==> src/hw/rtl/ordered_multi_source_event_queue_macros.svh <==
// Assertion macros for the ordered multi-source event queue RTL, used by omseq_ctrl.
// Each macro expects clk and arst_n in scope at the point of use.
`ifndef ORDERED_MULTI_SOURCE_EVENT_QUEUE_MACROS_SVH
`define ORDERED_MULTI_SOURCE_EVENT_QUEUE_MACROS_SVH

// condition must hold at every edge out of reset
`define OMSEQ_ASSERT_ALW(name, cond, msg) \
	name: assert property (@(posedge clk) disable iff (!arst_n) (cond)) \
		else $error(msg);

// same-cycle implication
`define OMSEQ_ASSERT_IMP(name, ante, cons, msg) \
	name: assert property (@(posedge clk) disable iff (!arst_n) (ante) |-> (cons)) \
		else $error(msg);

// next-cycle implication
`define OMSEQ_ASSERT_NXT(name, ante, cons, msg) \
	name: assert property (@(posedge clk) disable iff (!arst_n) (ante) |=> (cons)) \
		else $error(msg);

`endif

==> src/hw/rtl/omseq_pkg.sv <==
// Package for the ordered multi-source event queue: sizes, codes and the
// cell command and status structs. No dependencies.
`timescale 1ns / 1ps
`default_nettype none

package omseq_pkg;

	localparam int SOURCES      = 4;
	localparam int DEPTH        = 16;
	localparam int PAYLOAD_BITS = 32;

	localparam int WORD_W = 32;                  // event word port width
	localparam int SRC_W  = 3;                   // source field width
	localparam int IDX_W  = $clog2(DEPTH);
	localparam int CNT_W  = $clog2(DEPTH + 1);

	typedef logic [PAYLOAD_BITS-1:0] word_t;

	typedef enum logic [1:0] {
		OP_PUSH         = 2'd0,
		OP_POP_GLOBAL   = 2'd1,
		OP_POP_SOURCE   = 2'd2,
		OP_CLEAR_SOURCE = 2'd3
	} opcode_t;

	typedef enum logic [1:0] {
		ST_IDLE,
		ST_CLEAR,
		ST_FINISH
	} state_t;

	typedef enum logic [0:0] {
		CFG_ATTACHED_MASK = 1'b0,
		CFG_NOTIFY_ENABLE = 1'b1
	} cfg_reg_t;

	typedef struct packed {
		word_t            word;
		logic [SRC_W-1:0] owner;
		logic             linked;
	} slot_t;

	// broadcast from the controller to every cell
	typedef struct packed {
		logic             remove;     // drop first selected slot, shift the tail in
		logic             push;       // write push_data at slot == count
		logic [CNT_W-1:0] count;
		logic             sel_main;   // select on main order instead of owner
		logic [SRC_W-1:0] sel_src;
		logic             chk_main;   // emptiness check on main order
		logic [SRC_W-1:0] chk_src;
		slot_t            push_data;
	} cell_cmd_t;

	// gathered from the row of cells
	typedef struct packed {
		logic             any_hit;
		logic             any_chk;
		word_t            pick_word;
		logic [SRC_W-1:0] pick_owner;
	} chain_stat_t;

endpackage

`default_nettype wire

==> src/hw/rtl/ordered_multi_source_event_queue.sv <==
// Channel   Direction  Handshake           Payload
// in        to block   in_valid/in_stall   opcode, source, payload
// out       from block out_valid/out_stall got_event, event_word, from_source,
//                                          notify, refused, source_empty
// cfg       to block   cfg_valid/cfg_ready cfg_index, cfg_data
//
// For push and pop the cell row acts on the accept edge; the ST_FINISH state then
// checks emptiness and loads the output register. clear_source drops the first
// match, if any, on the accept edge, then ST_CLEAR shifts out one matching slot
// per cycle until none is left. A stalled output holds the block in its final cycle.
// Reset empties the store through the slot count; no clearing pass.
// Top level: cell row, slot selection gathering and configuration registers.
// Uses omseq_pkg, omseq_cell and omseq_ctrl.
`timescale 1ns / 1ps
`default_nettype none

module ordered_multi_source_event_queue import omseq_pkg::*; (
	input  logic               clk,
	input  logic               arst_n,
	input  logic               in_valid,
	output logic               in_stall,
	input  logic [1:0]         opcode,
	input  logic [SRC_W-1:0]   source,
	input  logic [WORD_W-1:0]  payload,
	output logic               out_valid,
	input  logic               out_stall,
	output logic               got_event,
	output logic [WORD_W-1:0]  event_word,
	output logic [SRC_W-1:0]   from_source,
	output logic               notify,
	output logic               refused,
	output logic               source_empty,
	input  logic               cfg_valid,
	output logic               cfg_ready,
	input  logic [0:0]         cfg_index,
	input  logic [SOURCES-1:0] cfg_data
);

	logic [SOURCES-1:0] attached_mask_q;
	logic               notify_enable_q;
	cell_cmd_t          cmd;
	chain_stat_t        stat;
	slot_t              cell_data [DEPTH];
	logic [DEPTH:0]     seen;
	logic [DEPTH-1:0]   first;
	logic [DEPTH-1:0]   chk;

	assign cfg_ready = 1'b1;

	always_ff @(posedge clk or negedge arst_n) begin
		if (!arst_n) begin
			attached_mask_q <= '1;
			notify_enable_q <= 1'b1;
		end else if (cfg_valid && cfg_ready) begin
			unique case (cfg_reg_t'(cfg_index))
				CFG_ATTACHED_MASK: attached_mask_q <= cfg_data;
				CFG_NOTIFY_ENABLE: notify_enable_q <= cfg_data[0];
			endcase
		end
	end

	assign seen[0] = 1'b0;

	for (genvar j = 0; j < DEPTH; j++) begin : g_cell
		slot_t right;
		if (j == DEPTH - 1) begin : g_last
			assign right = cell_data[j];
		end else begin : g_mid
			assign right = cell_data[j+1];
		end
		omseq_cell u_cell (
			.clk      (clk),
			.cmd      (cmd),
			.slot     (IDX_W'(j)),
			.right    (right),
			.seen_in  (seen[j]),
			.seen_out (seen[j+1]),
			.first    (first[j]),
			.chk      (chk[j]),
			.data     (cell_data[j])
		);
	end

	always_comb begin
		stat.any_hit    = seen[DEPTH];
		stat.any_chk    = |chk;
		stat.pick_word  = '0;
		stat.pick_owner = '0;
		// first has at most one bit set, so OR gathers the selected slot
		for (int j = 0; j < DEPTH; j++) begin
			stat.pick_word  = stat.pick_word  | (first[j] ? cell_data[j].word  : '0);
			stat.pick_owner = stat.pick_owner | (first[j] ? cell_data[j].owner : '0);
		end
	end

	omseq_ctrl u_ctrl (
		.clk           (clk),
		.arst_n        (arst_n),
		.in_valid      (in_valid),
		.in_stall      (in_stall),
		.opcode        (opcode),
		.source        (source),
		.payload       (payload),
		.attached_mask (attached_mask_q),
		.notify_enable (notify_enable_q),
		.stat          (stat),
		.cmd           (cmd),
		.out_valid     (out_valid),
		.out_stall     (out_stall),
		.got_event     (got_event),
		.event_word    (event_word),
		.from_source   (from_source),
		.notify        (notify),
		.refused       (refused),
		.source_empty  (source_empty)
	);

endmodule

`default_nettype wire

==> src/hw/rtl/omseq_cell.sv <==
// One slot of the event store: holds word, owner and link, matches locally
// and takes its right neighbor's slot when a removal passes it. Uses omseq_pkg.
`timescale 1ns / 1ps
`default_nettype none

module omseq_cell import omseq_pkg::*; (
	input  logic             clk,
	input  cell_cmd_t        cmd,
	input  logic [IDX_W-1:0] slot,
	input  slot_t            right,
	input  logic             seen_in,
	output logic             seen_out,
	output logic             first,
	output logic             chk,
	output slot_t            data
);

	slot_t data_q;
	logic  occ;
	logic  is_main;
	logic  hit;
	logic  load;

	assign occ     = CNT_W'(slot) < cmd.count;
	assign is_main = (data_q.owner == '0) || data_q.linked;
	assign hit     = occ && (cmd.sel_main ? is_main : (data_q.owner == cmd.sel_src));
	assign chk     = occ && (cmd.chk_main ? is_main : (data_q.owner == cmd.chk_src));
	assign seen_out = seen_in | hit;
	assign first    = hit & ~seen_in;
	assign load     = cmd.push && (CNT_W'(slot) == cmd.count);
	assign data     = data_q;

	// at or after the removed slot everything moves one place toward the head
	always_ff @(posedge clk) begin
		if (cmd.remove && seen_out) begin
			data_q <= right;
		end else if (load) begin
			data_q <= cmd.push_data;
		end
	end

endmodule

`default_nettype wire

==> src/hw/rtl/omseq_ctrl.sv <==
// Operation sequencer: decodes transactions, drives the cell row, keeps the
// slot count and the output register. Uses omseq_pkg and the macros header.
`timescale 1ns / 1ps
`default_nettype none

`include "ordered_multi_source_event_queue_macros.svh"

module omseq_ctrl import omseq_pkg::*; (
	input  logic               clk,
	input  logic               arst_n,
	input  logic               in_valid,
	output logic               in_stall,
	input  logic [1:0]         opcode,
	input  logic [SRC_W-1:0]   source,
	input  logic [WORD_W-1:0]  payload,
	input  logic [SOURCES-1:0] attached_mask,
	input  logic               notify_enable,
	input  chain_stat_t        stat,
	output cell_cmd_t          cmd,
	output logic               out_valid,
	input  logic               out_stall,
	output logic               got_event,
	output logic [WORD_W-1:0]  event_word,
	output logic [SRC_W-1:0]   from_source,
	output logic               notify,
	output logic               refused,
	output logic               source_empty
);

	state_t           state_q, state_d;
	logic [CNT_W-1:0] count_q;
	opcode_t          op_q;
	logic [SRC_W-1:0] src_q;
	logic [SRC_W-1:0] addr_q;
	logic             got_q;
	word_t            word_q;
	logic [SRC_W-1:0] from_q;
	logic             notify_q;
	logic             refused_q;

	logic              out_valid_q;
	logic              got_event_q;
	logic [WORD_W-1:0] event_word_q;
	logic [SRC_W-1:0]  from_source_q;
	logic              notify_out_q;
	logic              refused_out_q;
	logic              source_empty_q;

	opcode_t          cur_op;
	logic [SRC_W-1:0] cur_src;
	logic             accept;
	logic             is_pop;
	logic             src_ok;
	logic             full;
	logic [SOURCES:0] lk_vec;
	logic             linked;
	logic             push_ok;
	logic             load_out;

	assign cur_op   = (state_q == ST_IDLE) ? opcode_t'(opcode) : op_q;
	assign cur_src  = (state_q == ST_IDLE) ? source : src_q;
	assign in_stall = (state_q != ST_IDLE);
	assign accept   = in_valid && (state_q == ST_IDLE);
	assign is_pop   = (cur_op == OP_POP_GLOBAL) || (cur_op == OP_POP_SOURCE);
	assign src_ok   = int'(cur_src) <= SOURCES;
	assign full     = (count_q == CNT_W'(DEPTH));
	// bit 0 stands for the main queue, which never links
	assign lk_vec   = {attached_mask, 1'b0} >> cur_src;
	assign linked   = lk_vec[0];
	assign push_ok  = accept && (cur_op == OP_PUSH) && src_ok && !full;
	assign load_out = (state_q == ST_FINISH) && !(out_valid_q && out_stall);

	always_comb begin
		cmd.remove = stat.any_hit &&
			((accept && (is_pop || (cur_op == OP_CLEAR_SOURCE))) || (state_q == ST_CLEAR));
		cmd.push             = push_ok;
		cmd.count            = count_q;
		cmd.sel_main         = (cur_op == OP_POP_GLOBAL) ||
			((cur_op == OP_POP_SOURCE) && (cur_src == '0));
		cmd.sel_src          = cur_src;
		cmd.chk_main         = (addr_q == '0);
		cmd.chk_src          = addr_q;
		cmd.push_data.word   = word_t'(payload);
		cmd.push_data.owner  = cur_src;
		cmd.push_data.linked = linked;
	end

	always_comb begin
		state_d = state_q;
		unique case (state_q)
			ST_IDLE: begin
				if (accept) begin
					state_d = ((cur_op == OP_CLEAR_SOURCE) && stat.any_hit) ?
						ST_CLEAR : ST_FINISH;
				end
			end
			ST_CLEAR: begin
				// one matching slot leaves per cycle
				if (!stat.any_hit) begin
					state_d = ST_FINISH;
				end
			end
			ST_FINISH: begin
				if (load_out) begin
					state_d = ST_IDLE;
				end
			end
			default: begin
				state_d = ST_IDLE;
			end
		endcase
	end

	always_ff @(posedge clk or negedge arst_n) begin
		if (!arst_n) begin
			state_q     <= ST_IDLE;
			count_q     <= '0;
			out_valid_q <= 1'b0;
		end else begin
			state_q <= state_d;
			if (cmd.push) begin
				count_q <= count_q + CNT_W'(1);
			end else if (cmd.remove) begin
				count_q <= count_q - CNT_W'(1);
			end
			out_valid_q <= load_out || (out_valid_q && out_stall);
		end
	end

	always_ff @(posedge clk) begin
		if (accept) begin
			op_q      <= cur_op;
			src_q     <= cur_src;
			addr_q    <= (cur_op == OP_POP_GLOBAL) ? '0 : cur_src;
			got_q     <= is_pop && stat.any_hit;
			word_q    <= is_pop ? stat.pick_word : '0;
			from_q    <= is_pop ? stat.pick_owner : '0;
			notify_q  <= push_ok && linked && notify_enable;
			refused_q <= (cur_op == OP_PUSH) && src_ok && full;
		end
		if (load_out) begin
			got_event_q    <= got_q;
			event_word_q   <= WORD_W'(word_q);
			from_source_q  <= from_q;
			notify_out_q   <= notify_q;
			refused_out_q  <= refused_q;
			source_empty_q <= !stat.any_chk;
		end
	end

	assign out_valid    = out_valid_q;
	assign got_event    = got_event_q;
	assign event_word   = event_word_q;
	assign from_source  = from_source_q;
	assign notify       = notify_out_q;
	assign refused      = refused_out_q;
	assign source_empty = source_empty_q;

	`OMSEQ_ASSERT_ALW(a_count_bound, count_q <= CNT_W'(DEPTH), "slot count above depth")
	`OMSEQ_ASSERT_IMP(a_remove_nonempty, cmd.remove, count_q != '0, "removal from empty store")
	`OMSEQ_ASSERT_IMP(a_push_room, cmd.push, !cmd.remove && !full, "push into full store")
	`OMSEQ_ASSERT_NXT(a_finish_loads, load_out, out_valid_q && state_q == ST_IDLE, "result lost")
	`OMSEQ_ASSERT_NXT(a_clear_step, state_q == ST_CLEAR && stat.any_hit,
		count_q == $past(count_q) - CNT_W'(1), "clear step did not drop a slot")

endmodule

`default_nettype wire

==> config.mk <==
export PLATFORM = sky130hd
export DESIGN_NAME = ordered_multi_source_event_queue
export DESIGN_NICKNAME = d
export VERILOG_FILES = /design/src/hw/rtl/omseq_pkg.sv /design/src/hw/rtl/ordered_multi_source_event_queue.sv /design/src/hw/rtl/omseq_cell.sv /design/src/hw/rtl/omseq_ctrl.sv
export VERILOG_INCLUDE_DIRS = /design/src /design/src/hw/rtl
export SDC_FILE = /design/constraint.sdc
export NUM_CORES = 1
export LEC_CHECK = 0
export BUFFER_PORTS_ARGS = -buffer_cell sky130_fd_sc_hd__buf_2
export CORE_MARGIN = 4
export CORE_UTILIZATION = 30
export DETAILED_ROUTE_END_ITERATION = 6
export PLACE_DENSITY = 0.51
export SLEW_MARGIN = 40
export SYNTH_ARGS = -nofsm -noshare
export SYNTH_HDL_FRONTEND = slang
export SYNTH_SLANG_ARGS = --single-unit
==> constraint.sdc <==
create_clock -name clk -period 8.15 [get_ports clk]
set_clock_uncertainty 0.1 [all_clocks]
set_input_delay 0 -clock clk [delete_from_list [all_inputs] [get_ports clk]]
set_output_delay 0 -clock clk [all_outputs]
set_load 0.05 [all_outputs]
==> reports/metrics.cfg, run 1 <==
[placement]
hpwl_mm = 75.4
post-place-cells = 4231
placed_area_mm2 = 0.0371
io_buffers = 87
place.gp.congestion = 0.880

[logic_synthesis]
synth_nets = 2864
synth-edff-count = 661
synth-main-ff-cell = edfxtp_1
synthXorXnorAreaFrac = 0.0186
ys_types = 87
synthesis.area_mm2 = 0.0348
synth-compound-area-share = 0.137
synthMuxAreaShare = 0.133
ys_warn_count = 0
syn-mean-instance-area_um2 = 12.4
syn_inst = 2808
synth_fa_ha_area_frac = 0.00324
yosysSeqAreaShare = 0.581
ys_async_sr_fraction = 0.0193
ys_seq_elements = 674
synthSimpleGateAreaFrac = 0.0869
synth_top_family_by_area = compound AO/OA/AOI/OAI gates

[global_routing]
grt_pass1_wl_mm = 177
grt_max_degree = 73
grt_overflow = 0
antenna_found_initial = 2
globalRouteTotalUtil = 0.196
grt_pass1_vias = 24559

[worst_setup_path]
critPathCaptureType = register
crit_type = register to register
r2r_cells = 16
ff2ff_setup_slack_ns = 0.71
timing.rr.start = u_ctrl.state_q[1]$_DFFE_PN0P_
cp-start-kind = register
arrival_ns = 7.69
critPathMaxFanout = 20
required_ns = 8.40
r2r_end = g_cell[7].u_cell.data[7]$_DFFE_PP_

[clocking]
cts_tree = done
cts_max_level = 3
clk_pin_slew_worst_paths_ns = 0.06
cts_made_buffers = 79
cts_sinks = 674
post_cts_buffers = 0
cts_root_buffer = clkbuf_16
clk_path_buf_depth = 3
clk_latency_ns = 0.64

[layout]
mostFrequentLayoutCells = edfxtp_1 (661), mux2_2 (402), nand2_1 (328)
stdcell_count = 4424
final_common_cell = edfxtp_1
final_area_mm2 = 0.0399
areaGrowthSynthToFinish_pct = 14.9
fin_nets = 2905
drive_gt1_frac = 0.279
fill_cells = 11236

[timing]
hold_slack_ns = 0.0632
finalHoldViolCount = 0
setup_viol = 0
rsz0062_at_grt = false
fmax_mhz = 134
worst_pin_slew_ns = 0.917
finalCritPeriodShare = 0.912
tns_ns = 0
slew_viol_final = 0
slew_headroom = 0.380
finalCriticalPeriod_ns = 7.44

[run_status]
violations = DRC
status = finished, violations left

[routing]
avgViaCountPerCell = 5.66
wl_per_cell_um = 27.6
detail-route-antenna-nets = 0
drt-initial-drc-count = 3087
drc_errors = 1
firstDrtPassIters = 7
wirelength_mm = 122
vias = 25061

[floorplan]
fp.dieH_um = 348
core_area_mm2 = 0.115
die_width_um = 348
initial_core_util = 0.303
die_area_mm2 = 0.121
pin_count = 89
rows = 124

[worst_hold_path]
hold_path.class = input port to register
min_path_cells = 3
holdPathEnd = notify_enable_q$_DFFE_PN1P_
min_from = cfg_data[0]

[flow_run]
drv_cap = 0

==> sequential cells by signal, indices dropped and copies added (netlist names), 2 cells and up <==
signal / count
u_ctrl.from_source: 3
u_ctrl.src_q: 3
u_ctrl.count_q: 5
attached_mask_q: 4
u_ctrl.state_q: 2
u_ctrl.op_q: 2
u_ctrl.addr_q: 3
u_ctrl.event_word: 32
u_ctrl.word_q: 32
g_cell.u_cell.data: 576
u_ctrl.from_q: 3
==> cell usage after synthesis, drive strengths merged (8+ instances only) <==
cell / n / area share
or2: 10 / 0.0018
o32ai: 27 / 0.0068
buf: 82 / 0.013
nor4: 9 / 0.0016
a22oi: 142 / 0.031
and3: 44 / 0.0079
o211a: 8 / 0.0023
nand2b: 16 / 0.0029
a31oi: 74 / 0.014
inv: 51 / 0.0055
o211ai: 13 / 0.0028
dfrtp: 8 / 0.0058
a41oi: 35 / 0.0088
or3: 10 / 0.0018
a21oi: 75 / 0.011
nor2b: 11 / 0.0020
clkbuf: 190 / 0.021
o221ai: 50 / 0.013
nand2: 340 / 0.037
nand3: 19 / 0.0027
nor2: 127 / 0.014
mux2: 409 / 0.13
o21ai: 66 / 0.0095
edfxtp: 661 / 0.57
xor2: 36 / 0.0091
nor3: 43 / 0.0063
xnor2: 38 / 0.0096
ha: 9 / 0.0032
a221oi: 10 / 0.0025
o221a: 24 / 0.0078
a211oi: 21 / 0.0045
nor3b: 8 / 0.0017
o22ai: 13 / 0.0023
o31ai: 10 / 0.0027
==> how the worst max path moves through the flow <==
stage,from,endpoint,slack [ns]
after floorplan,u_ctrl.state_q[1]$_DFFE_PN0P_,g_cell[7].u_cell.data[0]$_DFFE_PP_,1.69
after global placement,u_ctrl.state_q[1]$_DFFE_PN0P_,g_cell[7].u_cell.data[0]$_DFFE_PP_,0.74
after detailed placement,u_ctrl.state_q[1]$_DFFE_PN0P_,g_cell[7].u_cell.data[0]$_DFFE_PP_,0.89
after CTS,u_ctrl.state_q[1]$_DFFE_PN0P_,g_cell[7].u_cell.data[1]$_DFFE_PP_,0.84
after global routing,u_ctrl.state_q[0]$_DFFE_PN0P_,g_cell[7].u_cell.data[1]$_DFFE_PP_,0.28
final,u_ctrl.state_q[1]$_DFFE_PN0P_,g_cell[7].u_cell.data[7]$_DFFE_PP_,0.71
==> routing by layer <==
layer,up-vias,wire (um),GRT usage
met2,1167,54700,0.305
met5,-,13,0
met1,12744,53100,0.274
li1,10919,-,-
met4,2,4300,0.0668
met3,229,10100,0.0370
==> cell families (layout without fill, tap and decap cells) <==
| logic type | count (synthesis) | count (layout) |
|---|---|---|
| and+or+nand+nor | 667 | 667 |
| xor gates and xnor gates | 74 | 74 |
| AOI/OAI and AO/OA | 643 | 643 |
| muxes | 412 | 412 |
| DFF | 674 | 674 |
| buffers and inverters | 328 | 431 |
| adders and majority gates | 9 | 9 |
| other | 1 | 2 |
==> area by class of cell <==
class                   count  area, um^2  area share
repair buffers            232        1670      0.0418
multi-input cells        1806       13600       0.341
flip-flops and latches    674       20200       0.506
clock inverters            46         295     0.00740
inverters                  56         210     0.00527
well taps                1512        1890      0.0474
diodes                      1        2.50   0.0000627
clock buffers              97        2070      0.0517
==> critical path: stages (launching register included) <==
cell and delay, ns:
dfrtp_1 0.59, nor2_2 0.76, clkinv_1 0.31, nand2_1 0.14, nand2_1 0.11, inv_1 0.10, ha_1 0.19, or4b_1 0.50
a22o_2 0.45, o31ai_2 0.50, o32ai_1 0.13, o21ai_0 0.28, or4b_4 0.69, o31ai_4 0.57, a31o_2 0.65, nand2_2 0.59
buf_4 0.43
==> through the flow <==
stage / utilization / setup WS, ns
after floorplan: - / 1.69
after global placement: 0.322 / 0.740
after detailed placement: 0.323 / 0.894
after CTS: 0.348 / 0.841
after global routing: 0.348 / 0.284
final: 0.348 / 0.715
==> timing repair <==
| item | 4_1_cts | 5_1_grt |
|---|---|---|
| gates resized for setup | 0 | 0 |
| hold buffers | 49 | 0 |
| hold endpoints to repair | 535 | 0 |
Power of run 1 is not shown: default switching activity piles up to over one toggle a cycle in this logic, so the estimate is an artifact.
==> run 2, diff against run 1 <==
ABC_AREA = 1   (was default)
==> run 2 against run 1 <==
- the flow now finishes without violations
- fmax grew 17%
- cell count rose by 29%
- core utilization fell by 0.46 points
- largest cell class unchanged
==> reports/metrics.cfg, run 2 <==
[floorplan]
pin_count = 89  ; unchanged
die_area_mm2 = 0.125  ; +2.9%
die_width_um = 353  ; +1.4%
initial_core_util = 0.303  ; -0.000414
rows = 126  ; +1.6%
fp.dieH_um = 353  ; +1.4%
core_area_mm2 = 0.118  ; +3.1%

[timing]
finalCriticalPeriod_ns = 6.34  ; -1.10 ns
slew_headroom = 0.440  ; +0.0595
slew_viol_final = 0  ; unchanged
tns_ns = 0  ; unchanged
rsz0062_at_grt = false
worst_pin_slew_ns = 0.840  ; -0.0772 ns
fmax_mhz = 158  ; +17%
finalCritPeriodShare = 0.778  ; -0.135
hold_slack_ns = 0.0867  ; +0.0235 ns
finalHoldViolCount = 0  ; unchanged
setup_slack_ns = 1.81  ; +1.10 ns
setup_viol = 0  ; unchanged

[worst_setup_path]
crit_type = register to register
arrival_ns = 6.58  ; -1.11 ns
required_ns = 8.39  ; about the same
critPathCaptureType = register
critPathMaxFanout = 64  ; +220%
cp-start-kind = register

[logic_synthesis]
yosys.cell_count.top_type = nand2_1
ys_async_sr_fraction = 0.0193  ; unchanged
synth-main-ff-cell = edfxtp_1
synthesis.area_mm2 = 0.0358  ; +3.0%
ys_types = 53  ; -39%
synth-edff-count = 661  ; unchanged
syn_inst = 4124  ; +47%
synth_top_area_cell = edfxtp_1
synth_nets = 4180  ; +46%
synth_top_area_share = 0.555  ; -0.0166
ys_seq_elements = 674  ; unchanged
yosys-top-cells-count = nand2_1 (796), edfxtp_1 (661), inv_1 (632), o21ai_0 (454), nor2_1 (445)
ys_warn_count = 0  ; unchanged
syn-mean-instance-area_um2 = 8.68  ; -30%
synth.area.top_cells = edfxtp_1 (55%), nand2_1 (8.3%), inv_1 (6.6%), o21ai_0 (6.3%), nor2_1 (4.7%)
yosysSeqAreaShare = 0.564  ; -0.0168

[placement]
io_buffers = 87  ; unchanged
hpwl_mm = 69.1  ; -8.3%
post-place-ws_ns = 1.82  ; +0.926 ns
place.gp.congestion = 0.855  ; -2.8%

[clocking]
clk_pin_slew_worst_paths_ns = 0.06  ; about the same
cts_max_level = 3  ; unchanged
clk_path_buf_depth = 3  ; unchanged
cts_made_buffers = 74  ; -6.3%
cts_root_buffer = clkbuf_16
cts_sinks = 674  ; unchanged
cts_tree = done
clk_latency_ns = 0.64  ; about the same

[routing]
drc_errors = 0  ; -1
firstDrtPassIters = 5  ; -2
wl_per_cell_um = 17.7  ; -36%
avgViaCountPerCell = 4.82  ; -15%
vias = 27613  ; +10%
detail-route-antenna-nets = 0  ; unchanged
drt-initial-drc-count = 2404  ; -22%
wirelength_mm = 102  ; -17%

[layout]
mostFrequentLayoutCells = nand2_1 (795), edfxtp_1 (661), inv_1 (632)
multiInputGateArea_mm2 = 0.0122  ; -10%
fin_nets = 4193  ; +44%
fill_cells = 12009  ; +6.9%
final_common_cell = nand2_1
drive_gt1_frac = 0.0793  ; -0.200
final-seq-area_mm2 = 0.0202  ; unchanged
areaGrowthSynthToFinish_pct = 13.5
largest_reg_flops = 576  ; unchanged

[global_routing]
globalRouteTotalUtil = 0.161  ; -0.0345
grt_max_degree = 73  ; unchanged
antenna_found_initial = 1  ; -1
grt_overflow = 0  ; unchanged
grt_pass1_vias = 26318  ; +7.2%
grt_pass1_wl_mm = 160  ; -9.4%

[worst_hold_path]
hold_path.class = input port to register

[flow_run]
drv_cap = 0  ; unchanged

[run_status]
status = completed

## run 2: changes by cell type in the layout (fill, tap and decap cells not counted), moves of 298 or more
cell,delta
nand3_1,+298
mux2_2,-399
o21ai_0,+388
nor2_1,+319
nand2_1,+467
inv_1,+581
## run 2: area by class of cell
class | instances | area share
inverter | 643 | 0.0594
sequential | 674 | 0.497
antenna | 1 | 0.0000616
multi-input combinational | 2531 | 0.301
clock buffer | 91 | 0.0477
tap | 1536 | 0.0473
clock inverter | 37 | 0.00903
timing repair buffer | 213 | 0.0383
## run 2: path summary, 6_finish.rpt
| kind | start | to | slack (ns) | depth (start not counted) |
|---|---|---|---|---|
| min in group asynchronous | arst_n | u_ctrl.count_q[4]$_DFFE_PN0P_ | 0.38 | 3 |
| hold reg to reg | u_ctrl.notify_q$_DFFE_PP_ | u_ctrl.notify$_DFFE_PP_ | 0.31 | 0 |
| hold / removal | out_stall | u_ctrl.out_valid$_DFF_PN0_ | 0.09 | 4 |
| setup reg to reg | u_ctrl.state_q[1]$_DFFE_PN0P_ | g_cell[10].u_cell.data[32]$_DFFE_PP_ | 1.81 | 19 |
| setup / recovery | u_ctrl.state_q[1]$_DFFE_PN0P_ | g_cell[10].u_cell.data[32]$_DFFE_PP_ | 1.81 | 19 |
| max in group asynchronous | arst_n | u_ctrl.count_q[0]$_DFFE_PN0P_ | 7.17 | 3 |
## run 2: logic make-up (layout without fill, tap and decap cells)
kind of cell             after synthesis  in the layout  share of synthesized area
AND/OR/NAND/NOR                     1818           1818                      0.224
buffers and inverters                919            984                      0.100
flip-flops                           674            674                      0.564
AO/OA/AOI/OAI                        658            658                     0.0976
XOR/XNOR                              42             42                     0.0103
adder cells (fa/ha/maj)                9              9                    0.00315
multiplexers                           3              3                   0.000944
other                                  1              2                   0.000105
## run 2: worst max-delay path, stage by stage, from the launching register on
cell	delay [ns]
dfrtp_1	0.44
nor2_2	0.31
nand2_1	0.17
nand2_1	0.49
nand2_1	0.23
o21bai_4	0.64
nand2_2	0.06
buf_4	0.29
nand3_2	0.26
nand3_2	0.15
nor2_4	0.10
buf_4	0.36
nand3_2	0.20
nor2_4	0.23
nand4_1	0.25
nor2_4	0.19
buf_4	0.41
nand3b_1	0.39
buf_4	0.55
o21ai_0	0.18
## run 2: what timing repair did
item	in CTS	in global routing
hold buffers	55	0
setup buffers	0	0
endpoints found under the hold margin	539	0
endpoints found under the setup margin	0	0
gates resized for setup	0	0
## run 2: metrics by stage
step	area (um^2)	std cells	util
floorplan	35800	4124	-
global placement	37700	5539	0.319
detailed placement	37700	5541	0.319
CTS	40600	5724	0.343
global route	40600	5726	0.344
finish	40600	5726	0.344
## run 2: layer usage
layer	wire length [um]	up-vias	global-route usage	share of wire
li1	-	13824	-	-
met1	46700	12774	0.226	0.46
met2	46200	858	0.261	0.45
met3	6130	157	0.0195	0.060
met4	2580	0	0.0497	0.025
met5	0	-	0	0
Power of run 2 is left out for the same reason.
